$ cat config.mk
export PLATFORM = sky130hd
export DESIGN_NAME = ba_ram
export DESIGN_NICKNAME = d
export VERILOG_FILES = /design/src/ba_ram.sv
export SDC_FILE = /design/constraint.sdc
export NUM_CORES = 1
export LEC_CHECK = 0
export BUFFER_PORTS_ARGS = -buffer_cell sky130_fd_sc_hd__buf_4
export CAP_MARGIN = 10
export CORE_ASPECT_RATIO = 0.9
export CORE_UTILIZATION = 54
export CTS_CLUSTER_SIZE = 14
export DETAILED_ROUTE_END_ITERATION = 10
export GPL_ROUTABILITY_DRIVEN = 0
export HOLD_SLACK_MARGIN = 0.15
export PLACE_DENSITY_LB_ADDON = 0.15
export SLEW_MARGIN = 20
export SYNTH_ARGS = -nofsm -noshare
export SYNTH_HDL_FRONTEND = slang
export SYNTH_SLANG_ARGS = --single-unit
export TNS_END_PERCENT = 1
$ cat constraint.sdc
create_clock -name clk -period 2.4 [get_ports clk]
set_input_delay 0.72 -clock clk [delete_from_list [all_inputs] [get_ports clk]]
set_output_delay 0.72 -clock clk [all_outputs]
set_load 0.02 [all_outputs]
$ cat src/ba_ram.sv
`default_nettype none
module ba_ram #(
  parameter int WIDTH = 8,
  parameter int DEPTH = 16
) (
  input  wire logic                     clk,
  input  wire logic                     en,
  input  wire logic                     we,
  input  wire logic [$clog2(DEPTH)-1:0] addr,
  input  wire logic [WIDTH-1:0]         wdata,
  output logic      [WIDTH-1:0]         rdata
);

  logic [WIDTH-1:0] mem [DEPTH];

  always_ff @(posedge clk) begin
    if (en) begin
      if (we) begin
        mem[addr] <= wdata;
      end else begin
        rdata <= mem[addr];
      end
    end
  end

endmodule
`default_nettype wire

==> results.sh, run 1 <==
export IMPL_path_buf_inv=2
export IMPL_hold_viol_final=0
export IMPL_dr_pass1_iters=4
export IMPL_crit_chain="buf_4, buf_12, mux4_1, a22oi_1, nand2_1"
export IMPL_setup_viol=0
export IMPL_dp_hpwl_um=6038
export IMPL_drt_iter0_markers=225
export IMPL_htreeDepth=4
export IMPL_ff2ff_setup_slack_ns=0.86
export IMPL_ys_warn_count=0
export IMPL_synth_nets=249
export IMPL_cts_sinks=136
export IMPL_overflow=0
export IMPL_clockRootBuffer="clkbuf_8"
export IMPL_vias_per_cell=5.974
export IMPL_synth_cell_types=18
export IMPL_worstPathArrival_ns=2.11
export IMPL_synth_seq_area_share=0.7797
export IMPL_finalCriticalPeriod_ns=1.855
export IMPL_min_from="wdata[7]"
export IMPL_crit_family="multiplexers"
export IMPL_wl_um=10180
export IMPL_cp_required_ns=2.66
export IMPL_fmax_mhz=539.1
export IMPL_synth_area_per_cell_um2=22.38
export IMPL_grt_util_all_layers=0.2249
export IMPL_outcome="completed"
export IMPL_placed_area_mm2=0.005689
export IMPL_worstMarginPinSlew_ns=0.4847
export IMPL_postCtsHoldBufs=0
export IMPL_cts_clk_slew_worst_paths_ns=0.06
export IMPL_numCtsBuffers=17
export IMPL_first_global_vias=2526
export IMPL_grt_max_degree=37
export IMPL_setup_ws_ns=0.5452
export IMPL_grt_pass1_wl_um=15150
export IMPL_coreArea_mm2=0.009249
export IMPL_antenna_found_initial=0
export IMPL_drc=0
export IMPL_die_w_um=105.8
export IMPL_reg2regPathDepth=3
export IMPL_slew_headroom=0.6769
export IMPL_worstHoldEndpoint="mem[6][7]"
export IMPL_cellPowerDensity_mw_per_mm2=877.0
export IMPL_syn_inst=234
export IMPL_critPathMaxFanout=23
export IMPL_cts_tree="done"
export IMPL_slew_viol_final=0
export IMPL_r2r_start="mem[0][6]"
export IMPL_endpoint_kind="flip-flop"
export IMPL_layout_common_cells="edfxtp_1, buf_4"
export IMPL_ir_drop_v=0.0005563
export IMPL_drv_cap=0
export IMPL_finish_net_count=303
export IMPL_rows=33
export IMPL_initial_core_util=0.5663
export IMPL_syn_cell_area_mm2=0.005238
export IMPL_r2r_end="rdata[6]"
export IMPL_clock_skew_ns=0.004650
export IMPL_ctsResizeCount=0
export IMPL_io_pins=23
export IMPL_wire_per_inst_um=24.06
export IMPL_drtAntennaViolNets=0
export IMPL_leakagePower_uw=0.002143
export IMPL_crit_slowest_cell="mux4_1"
export IMPL_clk_latency_ns=0.52
export IMPL_hp_class="input port to flip-flop"
export IMPL_final_common_cell="edfxtp_1"
export IMPL_dp_slack_ns=-0.01789
export IMPL_ys_ff_latch=136
export IMPL_drive_above_1_share=0.3090
export IMPL_finalInstanceArea_mm2=0.006290
export IMPL_post_route_period_util=0.7728
export IMPL_holdWs_ns=0.5184
export IMPL_cts_path_max_buffers=2
export IMPL_slowest_delay_ns=0.54
export IMPL_rsz0062_at_grt="false"
export IMPL_cp_start_kind="input port"
export IMPL_area_growth_pct=20.09
export IMPL_vias=2527
export IMPL_critical_path_class="input port to flip-flop"
export IMPL_die_y_um=95.43
export IMPL_worstHoldPathCells=1
export IMPL_post_cts_setup_buffer_count=0
export IMPL_antenna_cells=0
export IMPL_dieArea_mm2=0.01010
export IMPL_io_buffers=22
[how the worst max path moves through the flow]
stage / cells after the start / startpoint / endpoint
2_1_floorplan: 4 / addr[1] / mem[3][0]
3_3_place_gp: 5 / addr[0] / rdata[2]
3_5_place_dp: 5 / addr[0] / rdata[2]
4_1_cts: 5 / addr[0] / rdata[2]
5_1_grt: 4 / addr[0] / rdata[5]
6_report: 5 / addr[0] / rdata[2]
[where the power goes]
group / total (µW) / leakage, µW / switching [µW] / internal (µW)
registers: 2660 / 0.00123 / 9.08 / 2650
logic: 238 / 0.000625 / 133 / 105
clock network: 2620 / 0.000287 / 939 / 1680
total: 5520 / 0.00214 / 1080 / 4430
[state kept, by name (all words and copies together) (netlist names)]
signal and cells:
mem 128, rdata 8
[layout make-up]
class,count,area (µm²)
flip-flops and latches,136,4084
fillers,587,2959
multi-input cells,85,1080
clock buffers,19,421.7
repair buffers,48,372.9
clock inverters,13,178.9
well taps,122,152.6
[stage by stage]
step	std cells	power [µW]	utilization	setup TNS (ns)
floorplan	234	2841	-	-0.07766
global route	423	5653	0.6801	0
global placement	391	2942	0.6151	0
finish	423	5516	0.6801	0
detailed placement	391	2949	0.6151	-0.01789
CTS	423	5552	0.6801	0
[layer usage]
layer  up-vias  global-route usage  wire [µm]  part of all wire
met2        91              0.3557       4969              0.49
met4         0             0.07060        120             0.012
met1      1320              0.3093       4308              0.42
met3        10             0.06357        778             0.076
li1       1106                   -          -                 -
met5         -                   0          0                 0
[cells by family after synthesis]
logic type / Yosys count / share of synthesized area
muxes: 32 / 0.1491
AOI/OAI and AO/OA: 16 / 0.02293
and+or+nand+nor: 37 / 0.03321
DFF: 136 / 0.7797
buffers and inverters: 13 / 0.01505
[worst reg2reg max path, stage by stage (launching register included)]
cell      delay (ns)
edfxtp_1        0.37
mux4_1          0.53
a22oi_1         0.30
nand2_1         0.08
[cell usage after synthesis]
library cell / count / area (µm²)
edfxtp_1: 136 / 4084
nor2_1: 13 / 48.80
nand2b_1: 2 / 12.51
nor2b_1: 3 / 18.77
a22oi_1: 16 / 120.1
clkbuf_1: 5 / 18.77
nor3_1: 4 / 20.02
nand2_1: 10 / 37.54
and2_1: 1 / 6.260
buf_1: 2 / 7.510
mux4_1: 16 / 420.4
buf_6: 2 / 22.52
buf_8: 1 / 15.01
buf_2: 3 / 15.01
nand4b_1: 2 / 17.52
mux4_2: 16 / 360.4
or3_1: 1 / 6.260
nand4_1: 1 / 6.260
Note: power is estimated with default switching activity, not from simulation.
==> run 2, diff against run 1 <==
ABC_AREA = 1   (was default)
CORE_UTILIZATION = 55   (was 54)
clock period = 1.85 ns   (was 2.4 ns; I/O delays follow)
==> run 2 against run 1 <==
First-iteration DRC count increased by 41%. Synthesized area is 8.7% higher. Sequential share of layout area shrank 4.1 points. Design area is 6.8% higher. Critical path depth fell by 4. Flip-flop and latch count is the same. Clock-buffer cell count is 1 lower. Via count rose by 52%. Combinational power is 76% higher. Largest cell class unchanged. Clock skew rose by 0.00094 ns.
==> results.sh, run 2 <==
export IMPL_synth_area_per_cell_um2=10.31
export IMPL_cts_clk_slew_worst_paths_ns=0.06
export IMPL_fillCellCount=727
export IMPL_leakagePower_uw=0.002899
export IMPL_dieArea_mm2=0.01076
export IMPL_syn_inst=552
export IMPL_rows=34
export IMPL_synth_seq_area_share=0.7175
export IMPL_postCtsHoldBufs=0
export IMPL_die_y_um=98.51
export IMPL_final_common_cell="nand2_1"
export IMPL_crit_chain="buf_4"
export IMPL_clock_skew_ns=0.005585
export IMPL_cts_tree="done"
export IMPL_ff2ff_setup_slack_ns=0.69
export IMPL_drtAntennaViolNets=0
export IMPL_grt_util_all_layers=0.2529
export IMPL_wl_um=12360
export IMPL_overflow=0
export IMPL_rsz0062_at_grt="false"
export IMPL_area_growth_pct=18.00
export IMPL_drive_above_1_share=0.1384
export IMPL_hold_viol_final=0
export IMPL_layout_common_cells="nand2_1, edfxtp_1, buf_4"
export IMPL_post_route_period_util=0.8308
export IMPL_cp_required_ns=1.29
export IMPL_ir_drop_v=0.0009396
export IMPL_cts_sinks=136
export IMPL_ys_warn_count=0
export IMPL_synth_edf_count=136
export IMPL_crit_slowest_cell="edfxtp_1"
export IMPL_initial_core_util=0.5767
export IMPL_cp_start_kind="flip-flop"
export IMPL_drc=0
export IMPL_setup_viol=0
export IMPL_coreArea_mm2=0.009869
export IMPL_synth_flop_cell="edfxtp_1"
export IMPL_top_register="mem"
export IMPL_synth_cell_types=9
export IMPL_dr_pass1_iters=5
export IMPL_critPathMaxFanout=1
export IMPL_cts_path_max_buffers=2
export IMPL_crit_family="flip-flops"
export IMPL_hp_class="input port to flip-flop"
export IMPL_finalCriticalPeriod_ns=1.537
export IMPL_synth_nets=567
export IMPL_numCtsBuffers=17
export IMPL_post_cts_setup_buffer_count=0
export IMPL_ys_top_cells_by_area="edfxtp_1, nand2_1, inv_1, nor2_1, buf_2"
export IMPL_ys_ff_latch=136
export IMPL_critical_path_class="flip-flop to output pin"
export IMPL_die_w_um=109.2
export IMPL_cellPowerDensity_mw_per_mm2=1060
export IMPL_clk_latency_ns=0.41
export IMPL_setup_ws_ns=0.3131
export IMPL_dp_hpwl_um=7816
export IMPL_synth_most_common_cell="nand2_1"
export IMPL_slowest_delay_ns=0.40
export IMPL_slew_headroom=0.8140
export IMPL_io_buffers=22
export IMPL_clockRootBuffer="clkbuf_16"
export IMPL_outcome="completed"
export IMPL_vias_per_cell=5.197
export IMPL_fmax_mhz=650.7
export IMPL_io_pins=23
export IMPL_wire_per_inst_um=16.70
export IMPL_first_global_vias=3666
export IMPL_drv_cap=0
export IMPL_grt_max_degree=49
export IMPL_vias=3846
export IMPL_path_buf_inv=1
export IMPL_largest_register_ffs=128
export IMPL_largestRegisters="mem (128), rdata (8)"
export IMPL_worstMarginPinSlew_ns=0.2790
export IMPL_post_route_util=0.6805
export IMPL_synth_async_reset_ratio=0
export IMPL_antenna_cells=0
export IMPL_syn_cell_area_mm2=0.005692
export IMPL_drt_iter0_markers=318
export IMPL_endpoint_kind="output pin"
export IMPL_worstPathArrival_ns=0.98
export IMPL_synth_top_cells_by_count="nand2_1, edfxtp_1, inv_1"
export IMPL_dp_slack_ns=0.05418
export IMPL_yosysTopAreaCellShare=0.7175
export IMPL_grt_pass1_wl_um=19320
export IMPL_finish_net_count=616
export IMPL_slew_viol_final=0
export IMPL_yosysTopAreaCell="edfxtp_1"
export IMPL_antenna_found_initial=0
export IMPL_htreeDepth=4
export IMPL_ctsResizeCount=0
[run 2: cell types whose count changed after synthesis, moves of 6 or more]
cell | before | now
mux4_1 | 16 | 0
nand2_1 | 10 | 347
buf_4 | 0 | 7
a22oi_1 | 16 | 0
buf_2 | 3 | 12
inv_1 | 0 | 21
nor2_1 | 13 | 19
mux4_2 | 16 | 0
[run 2: where the power goes]
part | total, µW | switching, µW | internal [µW]
registers | 3450 | 10.7 | 3440
clock network | 3250 | 1260 | 1990
logic | 420 | 292 | 127
[run 2: cells by family after synthesis]
family / Yosys count / synth area share
buffers and inverters: 46 / 0.03759
flip-flops: 136 / 0.7175
AND/OR/NAND/NOR: 370 / 0.2449
[run 2: per-layer routing]
layer	wire, µm	vias up	GRT usage
met5	0	-	0
met4	163	0	0.07897
met3	1172	15	0.05820
met2	5706	185	0.3807
met1	5318	1781	0.3690
li1	-	1865	-
[run 2: area by class of cell]
type / count / area (µm²) / area share
inverters: 25 / 93.84 / 0.01397
clock inverters: 14 / 150.1 / 0.02235
well taps: 126 / 157.7 / 0.02347
repair buffers: 51 / 407.9 / 0.06073
flip-flops and latches: 136 / 4084 / 0.6080
multi-input cells: 370 / 1394 / 0.2075
clock buffers: 18 / 429.2 / 0.06390
[run 2: worst reg2reg max path: stages, from the launching register on]
cell      delay (ns)
edfxtp_1        0.38
nand2_1         0.10
nand2_1         0.08
nand2_1         0.07
nand2_1         0.05
nand2_1         0.05
nand2_1         0.05
inv_1           0.07
nand2_1         0.07
[run 2: final timing paths]
path / from / end / cells past startpoint
min: wdata[4] / mem[2][4] / 1
max: rdata[1] / rdata[1] / 1
min reg2reg: mem[0][4] / rdata[4] / 8
max reg2reg: mem[1][2] / rdata[2] / 8
[run 2: through the flow]
step	TNS [ns]	total power (µW)	instances	instance area [µm²]	hold slack, ns
after CTS	0	7138	740	6716	0.5002
after detailed placement	0	3928	708	6137	0.7691
after global placement	0	3922	708	6137	0.7664
final	0	7116	740	6716	0.4945
after global routing	0	7312	740	6716	0.5041
after floorplan	-0.5845	3750	552	5692	0.6539
