[src/ba_pkg.sv]
`default_nettype none
package ba_pkg;

  localparam int MEMORY_ORDER = 16;
  localparam int HEADER_BYTES = 32;
  localparam int MIN_ORDER    = 6;

  localparam int TOP_LEVEL  = MEMORY_ORDER - MIN_ORDER;
  localparam int NUM_BLOCKS = 1 << TOP_LEVEL;
  localparam int HEAD_N     = TOP_LEVEL + 1;
  localparam int BLK_W      = TOP_LEVEL;
  localparam int LINK_W     = TOP_LEVEL + 1;
  localparam int LVL_W      = $clog2(TOP_LEVEL + 1);
  localparam int ADDR_W     = 16;

  // null link sits one past the last block
  localparam logic [LINK_W-1:0] NULL_LINK = LINK_W'(NUM_BLOCKS);

  typedef enum logic {
    CMD_ALLOC = 1'b0,
    CMD_FREE  = 1'b1
  } cmd_t;

  typedef enum logic [1:0] {
    ST_DONE     = 2'd0,
    ST_NO_SPACE = 2'd1,
    ST_IGNORED  = 2'd2
  } status_t;

  // one block record in the state memory
  typedef struct packed {
    logic              alloc;
    logic [LVL_W-1:0]  ord;
    logic [LINK_W-1:0] prev;
    logic [LINK_W-1:0] next;
  } ent_t;

  localparam int ENT_W = $bits(ent_t);

  typedef struct packed {
    logic             en;
    logic             we;
    logic [BLK_W-1:0] addr;
    ent_t             wdata;
  } ram_req_t;

  typedef struct packed {
    logic              valid;
    logic [ADDR_W-1:0] address;
    status_t           status;
  } result_t;

endpackage
`default_nettype wire

[src/ba_ifs.sv]
`default_nettype none
interface ba_in_if;
  import ba_pkg::*;
  logic              valid;
  logic              ready;
  logic              command;
  logic [ADDR_W-1:0] request_bytes;
  logic [ADDR_W-1:0] free_address;
  modport source (output valid, output command, output request_bytes,
                  output free_address, input ready);
  modport sink   (input valid, input command, input request_bytes,
                  input free_address, output ready);
  modport monitor (input valid, input command, input request_bytes,
                   input free_address, input ready);
endinterface

`default_nettype wire

[src/ba_ctrl.sv]
`default_nettype none
module ba_ctrl (
  input  wire logic                      clk,
  input  wire logic                      rst,
  ba_in_if.sink                          in_ch,
  output ba_pkg::result_t                res,
  input  wire logic                      res_ready,
  output ba_pkg::ram_req_t               ram_req,
  input  wire logic [ba_pkg::ENT_W-1:0]  ram_rdata
);
  import ba_pkg::*;

  typedef enum logic [21:0] {
    S_CLR       = 22'h000001,
    S_IDLE      = 22'h000002,
    S_A_POP_RD  = 22'h000004,
    S_A_POP_CHK = 22'h000008,
    S_A_NX_RD   = 22'h000010,
    S_A_NX_WR   = 22'h000020,
    S_A_SPL_WB  = 22'h000040,
    S_A_SPL_WH  = 22'h000080,
    S_A_FIN_WB  = 22'h000100,
    S_F_RD      = 22'h000200,
    S_F_CHK     = 22'h000400,
    S_F_TEST    = 22'h000800,
    S_F_BUD_CHK = 22'h001000,
    S_F_NX_RD   = 22'h002000,
    S_F_NX_WR   = 22'h004000,
    S_F_PV_RD   = 22'h008000,
    S_F_PV_WR   = 22'h010000,
    S_F_BUD_WR  = 22'h020000,
    S_F_PUSH_WB = 22'h040000,
    S_F_H_RD    = 22'h080000,
    S_F_H_WR    = 22'h100000,
    S_DONE      = 22'h200000
  } state_t;

  state_t            state;
  logic [LINK_W-1:0] heads [HEAD_N];
  logic [BLK_W-1:0]  clr_cnt;
  logic [BLK_W-1:0]  b;
  logic [BLK_W-1:0]  bud;
  logic [LINK_W-1:0] nx;
  logic [LINK_W-1:0] pv;
  logic [LVL_W-1:0]  lvl;
  logic [LVL_W-1:0]  k;
  logic              bw_alloc;
  logic [LVL_W-1:0]  bw_ord;
  logic [ADDR_W-1:0] res_addr;
  status_t           res_status;

  ent_t              rd;
  logic [ADDR_W:0]   total;
  logic              oversize;
  logic [LVL_W-1:0]  k_c;
  logic [LVL_W-1:0]  j_c;
  logic              found;
  logic [ADDR_W-1:0] off;
  logic              bad_free;
  logic [BLK_W-1:0]  b_c;
  logic [BLK_W-1:0]  half;
  logic [BLK_W-1:0]  bud_c;
  logic [LINK_W-1:0] head_cur;
  logic [ADDR_W-1:0] alloc_addr;

  assign rd       = ent_t'(ram_rdata);
  assign head_cur = heads[lvl];
  assign half     = b + (BLK_W'(1) << lvl);
  assign bud_c    = b ^ (BLK_W'(1) << lvl);
  assign alloc_addr = ADDR_W'((ADDR_W + MEMORY_ORDER)'(b) << MIN_ORDER)
                    + ADDR_W'(HEADER_BYTES);

  // request sizing, free-list search and free-address check
  always_comb begin
    total    = (ADDR_W + 1)'(in_ch.request_bytes) + (ADDR_W + 1)'(HEADER_BYTES);
    oversize = 64'(total) >= (64'(1) << MEMORY_ORDER);
    k_c      = LVL_W'(TOP_LEVEL);
    for (int l = TOP_LEVEL; l >= 0; l--) begin
      if ((64'(1) << (l + MIN_ORDER)) >= 64'(total)) k_c = LVL_W'(l);
    end
    j_c   = k_c;
    found = 1'b0;
    for (int l = TOP_LEVEL; l >= 0; l--) begin
      if (LVL_W'(l) >= k_c && heads[l] != NULL_LINK) begin
        j_c   = LVL_W'(l);
        found = 1'b1;
      end
    end
    off      = in_ch.free_address - ADDR_W'(HEADER_BYTES);
    b_c      = BLK_W'(off >> MIN_ORDER);
    bad_free = (in_ch.free_address == '0)
            || (32'(in_ch.free_address) < HEADER_BYTES)
            || ((off & ADDR_W'((1 << MIN_ORDER) - 1)) != '0)
            || ((32'(off) >> MIN_ORDER) >= NUM_BLOCKS);
  end

  // memory port, one access per cycle
  always_comb begin
    ram_req = '0;
    unique case (state)
      S_CLR: begin
        ram_req.en    = 1'b1;
        ram_req.we    = 1'b1;
        ram_req.addr  = clr_cnt;
        ram_req.wdata = '{alloc: 1'b0,
                          ord: (clr_cnt == '0) ? LVL_W'(TOP_LEVEL) : '0,
                          prev: NULL_LINK, next: NULL_LINK};
      end
      S_A_POP_RD: begin
        ram_req.en   = 1'b1;
        ram_req.addr = head_cur[BLK_W-1:0];
      end
      S_A_NX_RD, S_F_NX_RD, S_F_H_RD: begin
        ram_req.en   = 1'b1;
        ram_req.addr = nx[BLK_W-1:0];
      end
      S_A_NX_WR: begin
        ram_req.en         = 1'b1;
        ram_req.we         = 1'b1;
        ram_req.addr       = nx[BLK_W-1:0];
        ram_req.wdata      = rd;
        ram_req.wdata.prev = NULL_LINK;
      end
      S_A_SPL_WB: begin
        ram_req.en    = 1'b1;
        ram_req.we    = 1'b1;
        ram_req.addr  = b;
        ram_req.wdata = '{alloc: 1'b0, ord: lvl, prev: NULL_LINK, next: {1'b0, half}};
      end
      S_A_SPL_WH: begin
        ram_req.en    = 1'b1;
        ram_req.we    = 1'b1;
        ram_req.addr  = half;
        ram_req.wdata = '{alloc: 1'b0, ord: lvl, prev: {1'b0, b}, next: NULL_LINK};
      end
      S_A_FIN_WB: begin
        ram_req.en    = 1'b1;
        ram_req.we    = 1'b1;
        ram_req.addr  = b;
        ram_req.wdata = '{alloc: 1'b1, ord: k, prev: NULL_LINK, next: NULL_LINK};
      end
      S_F_RD: begin
        ram_req.en   = 1'b1;
        ram_req.addr = b;
      end
      S_F_TEST: begin
        ram_req.en   = (32'(lvl) < TOP_LEVEL);
        ram_req.addr = bud_c;
      end
      S_F_NX_WR: begin
        ram_req.en         = 1'b1;
        ram_req.we         = 1'b1;
        ram_req.addr       = nx[BLK_W-1:0];
        ram_req.wdata      = rd;
        ram_req.wdata.prev = pv;
      end
      S_F_PV_RD: begin
        ram_req.en   = 1'b1;
        ram_req.addr = pv[BLK_W-1:0];
      end
      S_F_PV_WR: begin
        ram_req.en         = 1'b1;
        ram_req.we         = 1'b1;
        ram_req.addr       = pv[BLK_W-1:0];
        ram_req.wdata      = rd;
        ram_req.wdata.next = nx;
      end
      S_F_BUD_WR: begin
        ram_req.en    = 1'b1;
        ram_req.we    = 1'b1;
        ram_req.addr  = bud;
        ram_req.wdata = '{alloc: bw_alloc, ord: bw_ord, prev: NULL_LINK, next: NULL_LINK};
      end
      S_F_PUSH_WB: begin
        ram_req.en    = 1'b1;
        ram_req.we    = 1'b1;
        ram_req.addr  = b;
        ram_req.wdata = '{alloc: 1'b0, ord: lvl, prev: NULL_LINK, next: head_cur};
      end
      S_F_H_WR: begin
        ram_req.en         = 1'b1;
        ram_req.we         = 1'b1;
        ram_req.addr       = nx[BLK_W-1:0];
        ram_req.wdata      = rd;
        ram_req.wdata.prev = {1'b0, b};
      end
      default: ram_req = '0;
    endcase
  end

  assign in_ch.ready = (state == S_IDLE);
  assign res.valid   = (state == S_DONE);
  assign res.address = res_addr;
  assign res.status  = res_status;

  always_ff @(posedge clk) begin
    if (rst) begin
      state   <= S_CLR;
      clr_cnt <= '0;
      for (int l = 0; l < HEAD_N; l++) begin
        heads[l] <= (l == TOP_LEVEL) ? '0 : NULL_LINK;
      end
    end else begin
      unique case (state)
        S_CLR: begin
          clr_cnt <= clr_cnt + BLK_W'(1);
          if (clr_cnt == BLK_W'(NUM_BLOCKS - 1)) state <= S_IDLE;
        end
        S_IDLE: begin
          if (in_ch.valid) begin
            res_addr <= '0;
            if (in_ch.command == CMD_ALLOC) begin
              if (oversize || !found) begin
                res_status <= ST_NO_SPACE;
                state      <= S_DONE;
              end else begin
                k     <= k_c;
                lvl   <= j_c;
                state <= S_A_POP_RD;
              end
            end else begin
              if (bad_free) begin
                res_status <= ST_IGNORED;
                state      <= S_DONE;
              end else begin
                b     <= b_c;
                state <= S_F_RD;
              end
            end
          end
        end
        S_A_POP_RD: begin
          b     <= head_cur[BLK_W-1:0];
          state <= S_A_POP_CHK;
        end
        S_A_POP_CHK: begin
          nx         <= rd.next;
          heads[lvl] <= rd.next;
          if (rd.next != NULL_LINK) begin
            state <= S_A_NX_RD;
          end else if (lvl > k) begin
            lvl   <= lvl - LVL_W'(1);
            state <= S_A_SPL_WB;
          end else begin
            state <= S_A_FIN_WB;
          end
        end
        S_A_NX_RD: state <= S_A_NX_WR;
        S_A_NX_WR: begin
          if (lvl > k) begin
            lvl   <= lvl - LVL_W'(1);
            state <= S_A_SPL_WB;
          end else begin
            state <= S_A_FIN_WB;
          end
        end
        S_A_SPL_WB: state <= S_A_SPL_WH;
        S_A_SPL_WH: begin
          heads[lvl] <= {1'b0, b};
          state      <= S_A_POP_RD;
        end
        S_A_FIN_WB: begin
          res_addr   <= alloc_addr;
          res_status <= ST_DONE;
          state      <= S_DONE;
        end
        S_F_RD: state <= S_F_CHK;
        S_F_CHK: begin
          if (!rd.alloc) begin
            res_status <= ST_IGNORED;
            state      <= S_DONE;
          end else begin
            lvl   <= (32'(rd.ord) > TOP_LEVEL) ? LVL_W'(TOP_LEVEL) : rd.ord;
            state <= S_F_TEST;
          end
        end
        S_F_TEST: begin
          bud <= bud_c;
          if (32'(lvl) < TOP_LEVEL) state <= S_F_BUD_CHK;
          else state <= S_F_PUSH_WB;
        end
        S_F_BUD_CHK: begin
          bw_alloc <= rd.alloc;
          bw_ord   <= rd.ord;
          nx       <= rd.next;
          pv       <= rd.prev;
          if (rd.alloc || rd.ord != lvl) begin
            state <= S_F_PUSH_WB;
          end else begin
            if (head_cur == {1'b0, bud}) heads[lvl] <= rd.next;
            if (rd.next != NULL_LINK) state <= S_F_NX_RD;
            else if (rd.prev != NULL_LINK) state <= S_F_PV_RD;
            else state <= S_F_BUD_WR;
          end
        end
        S_F_NX_RD: state <= S_F_NX_WR;
        S_F_NX_WR: state <= (pv != NULL_LINK) ? S_F_PV_RD : S_F_BUD_WR;
        S_F_PV_RD: state <= S_F_PV_WR;
        S_F_PV_WR: state <= S_F_BUD_WR;
        S_F_BUD_WR: begin
          if (bud < b) b <= bud;
          lvl   <= lvl + LVL_W'(1);
          state <= S_F_TEST;
        end
        S_F_PUSH_WB: begin
          heads[lvl] <= {1'b0, b};
          nx         <= head_cur;
          res_status <= ST_DONE;
          state      <= (head_cur != NULL_LINK) ? S_F_H_RD : S_DONE;
        end
        S_F_H_RD: state <= S_F_H_WR;
        S_F_H_WR: state <= S_DONE;
        S_DONE: begin
          if (res_ready) state <= S_IDLE;
        end
        default: state <= S_IDLE;
      endcase
    end
  end

  a_clr_blocks_input: assert property (@(posedge clk) disable iff (rst)
    (state == S_CLR) |-> !in_ch.ready)
    else $error("item taken during clearing pass");

  a_result_holds: assert property (@(posedge clk) disable iff (rst)
    (res.valid && !res_ready) |=> (res.valid && $stable(res.status)
                                   && $stable(res.address)))
    else $error("result dropped before taken");

  a_merge_level: assert property (@(posedge clk) disable iff (rst)
    (state == S_F_BUD_CHK) |-> (32'(lvl) < TOP_LEVEL))
    else $error("merge above top level");

  a_split_level: assert property (@(posedge clk) disable iff (rst)
    (state == S_A_SPL_WB) |-> (lvl >= k))
    else $error("split below requested level");

endmodule
`default_nettype wire

[src/flat_wrapper.sv]
// flat-port wrapper written by rule: the top's interface ports become plain ports
module ba_ctrl_flat import ba_pkg::*;
  (clk, rst, res, res_ready, ram_req, ram_rdata, in_ch_valid, in_ch_command, in_ch_request_bytes, in_ch_free_address, in_ch_ready);
  ba_in_if in_ch_i ();
  input  wire logic clk;
  input  wire logic rst;
  output ba_pkg::result_t res;
  input  wire logic res_ready;
  output ba_pkg::ram_req_t ram_req;
  input  wire logic [ba_pkg::ENT_W-1:0] ram_rdata;
  input wire logic [$bits(in_ch_i.valid)-1:0] in_ch_valid;
  input wire logic [$bits(in_ch_i.command)-1:0] in_ch_command;
  input wire logic [$bits(in_ch_i.request_bytes)-1:0] in_ch_request_bytes;
  input wire logic [$bits(in_ch_i.free_address)-1:0] in_ch_free_address;
  output wire logic [$bits(in_ch_i.ready)-1:0] in_ch_ready;
  assign in_ch_i.valid = in_ch_valid;
  assign in_ch_i.command = in_ch_command;
  assign in_ch_i.request_bytes = in_ch_request_bytes;
  assign in_ch_i.free_address = in_ch_free_address;
  assign in_ch_ready = in_ch_i.ready;
  ba_ctrl u_core (.clk(clk), .rst(rst), .in_ch(in_ch_i), .res(res), .res_ready(res_ready), .ram_req(ram_req), .ram_rdata(ram_rdata));
endmodule
[config.mk]
export PLATFORM = sky130hd
export DESIGN_NAME = ba_ctrl_flat
export DESIGN_NICKNAME = d
export VERILOG_FILES = /design/src/ba_pkg.sv /design/src/ba_ifs.sv /design/src/ba_ctrl.sv /design/src/flat_wrapper.sv
export SDC_FILE = /design/constraint.sdc
export NUM_CORES = 1
export LEC_CHECK = 0
export ABC_AREA = 1
export BUFFER_PORTS_ARGS = -buffer_cell sky130_fd_sc_hd__clkbuf_2
export CORE_MARGIN = 4
export CORE_UTILIZATION = 30
export CTS_CLUSTER_SIZE = 10
export DETAILED_ROUTE_END_ITERATION = 7
export GPL_TIMING_DRIVEN = 1
export SKIP_CTS_REPAIR_TIMING = 1
export SYNTH_ARGS = -nofsm -noshare
export SYNTH_HDL_FRONTEND = slang
export SYNTH_SLANG_ARGS = --single-unit
[constraint.sdc]
create_clock -name clk -period 11.89 [get_ports clk]
set_input_delay 2.378 -clock clk [delete_from_list [all_inputs] [get_ports clk]]
set_output_delay 2.378 -clock clk [all_outputs]
set_load 0.01 [all_outputs]
==> results of run 1 <==
## report_power, final
group / switching, mW / internal, mW / total, mW
clock network: 0.421 / 0.559 / 0.979
logic: 0.157 / 0.0656 / 0.223
registers: 0.0188 / 1.08 / 1.10
total: 0.597 / 1.70 / 2.30
## worst min-delay path, stage by stage, from the launching register on
cell and delay, ns:
dfxtp_1 0.31, a21oi_1 0.11, nor3_1 0.05
## routing by layer
| layer | track usage [%] | up-vias | wire, um |
|---|---|---|---|
| met2 | 30.71 | 620 | 26100 |
| met1 | 25.33 | 6954 | 23850 |
| met5 | 0 | - | 0 |
| li1 | - | 6652 | - |
| met3 | 2.746 | 127 | 3777 |
| met4 | 7.835 | 0 | 2247 |
## worst paths after layout
check | slack, ns | depth (start not counted) | to | startpoint
setup reg to reg | 6.84 | 14 | u_core.heads[9][10] | flip-flop
hold reg to reg | 0.52 | 2 | u_core.clr_cnt[2] | u_core.clr_cnt[2]
hold / removal | 0.52 | 2 | u_core.clr_cnt[2] | u_core.clr_cnt[2]
setup / recovery | 5.18 | 13 | ram_req[31] | u_core.lvl[0]
## layout by cell type, fill, tap and decap left out, types with 6 or more instances in the layout
master	instances
nor2_2	24
o21ai_1	26
xor2_1	19
clkbuf_1	18
clkbuf_2	117
o21ai_0	110
o211ai_1	38
edfxtp_1	233
buf_4	13
o22ai_1	12
nor3_1	49
clkbuf_16	35
ha_1	35
inv_1	215
a22oi_1	14
nand4_1	27
o2111ai_1	20
nor4_1	45
dfxtp_1	46
nor3_2	7
a21oi_1	63
nand2_1	279
inv_2	22
nand3_1	93
o221ai_1	23
a211oi_1	6
nor2_1	303
## area by class of cell
type / count / share of cell area [%]
Sequential cell: 280 / 43.68
Clock inverter: 8 / 0.4268
Tap cell: 688 / 4.736
Multi-Input combinational cell: 1274 / 37.11
Clock buffer: 54 / 5.266
Timing Repair Buffer: 130 / 3.759
Inverter: 242 / 5.025
## cells by family (layout without fill, tap and decap cells)
logic type	count (synthesis)	count (layout)	synth area share, %
buffers and inverters	321	434	8.508
AO/OA/AOI/OAI	358	358	14.13
other	1	5	0.02344
adder cells (fa/ha/maj)	36	36	2.862
AND/OR/NAND/NOR	851	851	23.55
flip-flops	280	280	49.61
XOR/XNOR	24	24	1.314
## sequential cells by signal (all words and copies together) (netlist names), named ones only
name	count
u_core.bud	10
u_core.res_status	2
u_core.bw_ord	4
u_core.pv	11
u_core.nx	11
u_core.bw_alloc	1
u_core.b	10
u_core.lvl	4
u_core.heads	176
u_core.state	22
u_core.clr_cnt	10
u_core.k	4
u_core.res_addr	11
==> impl_results.md, run 1 <==
- Setup TNS: 0 ns
- Fmax: 149.0 MHz
- DR vias/cell: 5.364
- Count leader, synth: nor2_1
- Unique cell type count in the Yosys netlist: 58
- PortBufs: 117
- Fin crit share: 56.44%
- Mapped cell area: 0.01600 sq mm
- Worst vdd ir: 0.00008714 V
- Avg Inst Size Synth: 8.552 sq um
- Overall routing resource usage: 18.88%
- Initial core utilization: 30.39%
- Core footprint: 0.05266 sq mm
- CTS tree: yes
- Final HPWL DP: 41.49 mm
- Core Rows: 84
- Design Area, Final: 0.01817 sq mm
- Maximum root-to-sink buffer count: 3
- Largest net degree at the start of global routing: 80
- Avg WL per Cell: 20.92 um
- Final worst slack: 5.179 ns
- TritonCTS Buffers: 35
- Final WL: 55.97 mm
- Clk slew on worst S/H paths: 0.06 ns
- Non-Filler Instances: 2676
- Req. time, crit path: 9.51 ns
- Slowest stage cell on the critical path: a2111oi_0
- Pleak: 7.046 nW
- Seq/Total Area, Yosys: 49.61%
- # clock sinks: 280
- Post-synthesis register bit count: 280
- Hold Worst Slack: 0.5224 ns
- Clk Latency, worst-skew pair: 0.57 ns
- Worst stage delay on the critical path: 0.56 ns
- Critical path, cell by cell: clkinv_1 -> ha_1 -> inv_1 -> nor3_1 -> ha_1 -> fa_1 -> a21oi_1 -> o21bai_1 -> xor2_1 -> nor2_1 -> a2111oi_0 -> o211ai_1 -> clkbuf_2
- DRT antenna net count: 0
- Crit path kind: flip-flop to output port
- Hold Crit Class: flip-flop to flip-flop
- Clk_skew: 0.03088 ns
- Placed Area: 0.01714 sq mm
- Pre-CTS WS: 5.775 ns
- Worst setup EP type: output port
- Worst-path maximum fanout: 10
- Synth cell count leaders: nor2_1 (303), nand2_1 (279), edfxtp_1 (233)
- YS warnings: 0
- Root Driver: clkbuf_16
- Number of global-route vias before repair: 13530
- RSZ-0062 raised after global routing: false
- Most common cell on crit path: ha_1
- Drt first-iter violations: 1477
- Hold Violations, Final: 0
- Crit path max-delay family: compound AO/OA/AOI/OAI gates
- Overflow after GRT: 0
- Max_cap viols: 0
- # setup viols final: 0
- Post-synth EDFFs: 233
- Final Max Slew Viols: 0
- Layout cell share with drive strength beyond 1: 13.08%
- Synth-to-layout area growth: 13.59%
- Register area: 0.007939 sq mm
- Drt drc: 0
- First-pass GRT wire length: 82.60 mm
- Cell taking the most area after synthesis: edfxtp_1
- Area of the multi-input gates: 0.006744 sq mm
- Top cell type's share of synthesized area: 43.73%
- Post-Synthesis Cells: 1871
- Min Tclk post-route: 6.711 ns
- CP startpoint kind: flip-flop
- Worst-margin pin slew: 1.170 ns
- Filler cells: 5381
- Routability cong.: 0.9552
- Dpl cells: 2614
- Worst Path Arrival: 4.33 ns
- Buf/Inv on CP: 3
- CTS H-Tree Depth: 2
- Share of flip-flops with an asynchronous set or reset: 0%
- Die height: 238.9 um
- Drt pass-1 iters: 6
- Total design power: 2.298 mW
- Core Util, Final: 34.52%
- Io pins: 123
- Initial antenna violation count: 0
- Final #Nets: 2063
- Die W: 238.9 um
- Main flop type after synthesis: edfxtp_1
- Via Count: 14350
- Number of antenna diodes: 0
- Rel. slew slack: 21.73%
- Outcome: finished clean
- Ranking of synthesized cells by area: edfxtp_1 (44%), nor2_1 (7.1%), nand2_1 (6.5%), dfxtp_1 (5.9%), inv_1 (5.0%)
- Die Area: 0.05709 sq mm
- PD cells: 126.4 mW/mm^2
Note: power is estimated with default switching activity, not from simulation.
==> inputs of run 2 (changes only) <==
ABC_AREA = 0   (was 1)
clock period = 6 ns   (was 11.89 ns; I/O delays follow)
==> impl_results.md, run 2 <==
- Outcome: finished clean
- Synth Area in Compound Gates: 9.963%
- Avg Inst Size Synth: 11.11 sq um
- Post-synthesis mux area share: 9.662%
- Worst-margin pin slew: 1.217 ns
- Layout cell share with drive strength beyond 1: 18.91%
- Cell taking the most area after synthesis: edfxtp_1
- Maximum root-to-sink buffer count: 3
- Pleak: 6.493 nW
- Largest net degree at the start of global routing: 40
- CTS H-Tree Depth: 2
- # setup viols final: 0
- Area of the multi-input gates: 0.007261 sq mm
- YS warnings: 0
- Drt first-iter violations: 1512
- Synth cell count leaders: edfxtp_1 (233), nor2_1 (177), nand2_1 (113)
- Worst setup EP type: output port
- Fin crit share: 92.42%
- Via Count: 12780
- Synth Area in Adders: 2.901%
- Largest family of logic cells by synthesized area: simple AND/OR/NAND/NOR gates
- Synth-to-layout area growth: 14.66%
- Die Area: 0.05636 sq mm
- Number of antenna diodes: 0
- Core Rows: 83
- Top Registers: u_core.heads (176), u_core.state (22)
- Commonest cells after routing, fill and taps aside: edfxtp_1 (233), nor2_1 (176), clkbuf_2 (117)
- Req. time, crit path: 4.80 ns
- Mapped cell area: 0.01579 sq mm
- Drt drc: 0
- Post-Synthesis Cells: 1421
- Final Max Slew Viols: 0
- Max_cap viols: 0
- Hold Crit Class: flip-flop to flip-flop
- XOR/XNOR Fraction of Synth Area: 2.996%
- Core Util, Final: 35.00%
- Placed Area: 0.01707 sq mm
- Worst Path Arrival: 4.35 ns
- Pre-CTS WS: 1.072 ns
- Overall routing resource usage: 18.17%
- Register area: 0.007940 sq mm
- Routability cong.: 0.9532
- Largest Register: u_core.heads
- # clock sinks: 280
- Simple-gate share of the synthesized area: 20.21%
- Main flop type after synthesis: edfxtp_1
- Ranking of synthesized cells by area: edfxtp_1 (44%), mux4_2 (6.1%), dfxtp_1 (6.0%), nor2_1 (4.2%), ha_1 (2.8%)
- Top cell type's share of synthesized area: 44.32%
- Hold_sp: u_core.heads[10][10]
- Number of global-route vias before repair: 12430
- Design Area, Final: 0.01810 sq mm
- DRT antenna net count: 0
- Final WL: 53.17 mm
- Final HPWL DP: 40.39 mm
- Rel. slew slack: 18.55%
- RSZ-0062 raised after global routing: false
- Overflow after GRT: 0
- CTS tree: yes
- Core footprint: 0.05172 sq mm
- Number of flip-flops in the largest register: 176
- Avg WL per Cell: 23.91 um
- Flop-to-flop setup slack: 1.36 ns
- Root Driver: clkbuf_16
- Share of flip-flops with an asynchronous set or reset: 0%
- PD cells: 244.1 mW/mm^2
- Die height: 237.4 um
- Seq/Total Area, Yosys: 50.28%
- TritonCTS Buffers: 35
- Clk_skew: 0.01921 ns
- Hold path depth: 2
- Total design power: 4.419 mW
- Commonest non-fill, non-tap cell in the layout: edfxtp_1
- CP startpoint kind: flip-flop
- Count leader, synth: edfxtp_1
- Final #Nets: 1625
- Hold Violations, Final: 0
- Worst-path maximum fanout: 18
- Post-synth EDFFs: 233
- Io pins: 123
- Filler cells: 5121
- Setup TNS: 0 ns
- Final worst slack: 0.4545 ns
- Crit path kind: flip-flop to output port
- PortBufs: 117
- Unique cell type count in the Yosys netlist: 84
- Reg2Reg Depth: 9
- Hold EP: u_core.heads[10][10]
- Clk Latency, worst-skew pair: 0.53 ns
- Fmax: 180.3 MHz
- Initial antenna violation count: 0
- Die W: 237.4 um
- Min Tclk post-route: 5.545 ns
- Crit Reg-Reg Endpoint: u_core.heads[7][2]
- Clk slew on worst S/H paths: 0.06 ns
- Post-synthesis register bit count: 280
- Initial core utilization: 30.52%
- DR vias/cell: 5.748
- Worst vdd ir: 0.0001546 V
- Drt pass-1 iters: 8
- First-pass GRT wire length: 79.36 mm
-- run 2: changes by cell type in the layout (fill, tap and decap cells not counted), sizes merged, moves of 25 or more --
cell | before | now
o21ai | 141 | 32
nand2 | 285 | 113
nand3 | 94 | 46
xnor2 | 5 | 30
nor2 | 331 | 188
a21oi | 69 | 43
mux4 | 0 | 54
o211ai | 38 | 7
inv | 240 | 56
-- run 2: cell type report --
class / count / share of cell area [%]
tap: 680 / 4.701
clock buffer: 49 / 5.240
multi-input combinational: 1005 / 40.11
sequential: 280 / 43.87
timing repair buffer: 147 / 4.479
clock inverter: 7 / 0.4355
inverter: 56 / 1.161
-- run 2: how the worst max path moves through the flow --
stage	start	to	cells after the start
after floorplan	u_core.lvl[3]	ram_req[8]	14
final	u_core.state[12]	ram_req[36]	10
after detailed placement	in_ch_request_bytes[5]	flip-flop	11
after global routing	u_core.lvl[1]	ram_req[9]	15
after global placement	in_ch_request_bytes[5]	flip-flop	11
after CTS	u_core.lvl[1]	ram_req[8]	15
-- run 2: worst max-delay path: stages, from the launching register on --
cell and delay [ns]:
dfxtp_1 0.34, nor4_1 0.68, nand3_1 0.32, nor3_1 0.53, nand2_1 0.19, nor2_2 0.84, a22oi_1 0.35, nand3_1 0.17
a221oi_1 0.08, o21ai_0 0.14, clkbuf_2 0.18
-- run 2: kinds of logic after synthesis --
kind of cell | after synthesis
flops | 280
buf+inv | 140
mux | 80
simple gates | 615
xor+xnor | 54
compound gates | 215
fa+ha+maj | 36
other cells | 1
-- run 2: routing by layer --
layer / GRT usage (%) / wire (um) / vias up
li1: - / - / 5596
met1: 24.28 / 21840 / 6354
met2: 29.60 / 24740 / 709
met3: 3.504 / 4483 / 125
met4: 6.440 / 2106 / 0
met5: 0 / 0 / -
-- run 2: power breakdown --
part / total, mW / internal (mW) / leakage (nW) / switching, mW
Sequential: 2.16 / 2.12 / 2.54 / 0.0335
Combinational: 0.310 / 0.120 / 3.46 / 0.190
Clock: 1.95 / 1.14 / 0.496 / 0.810
Total: 4.42 / 3.39 / 6.49 / 1.03
-- run 2: through the flow --
step / hold slack, ns / instances
2_1_floorplan: 0.4797 / 1425
3_3_place_gp: 0.5143 / 2168
3_5_place_dp: 0.5249 / 2168
4_1_cts: 0.5356 / 2224
5_1_grt: 0.5542 / 2224
6_report: 0.5377 / 2224
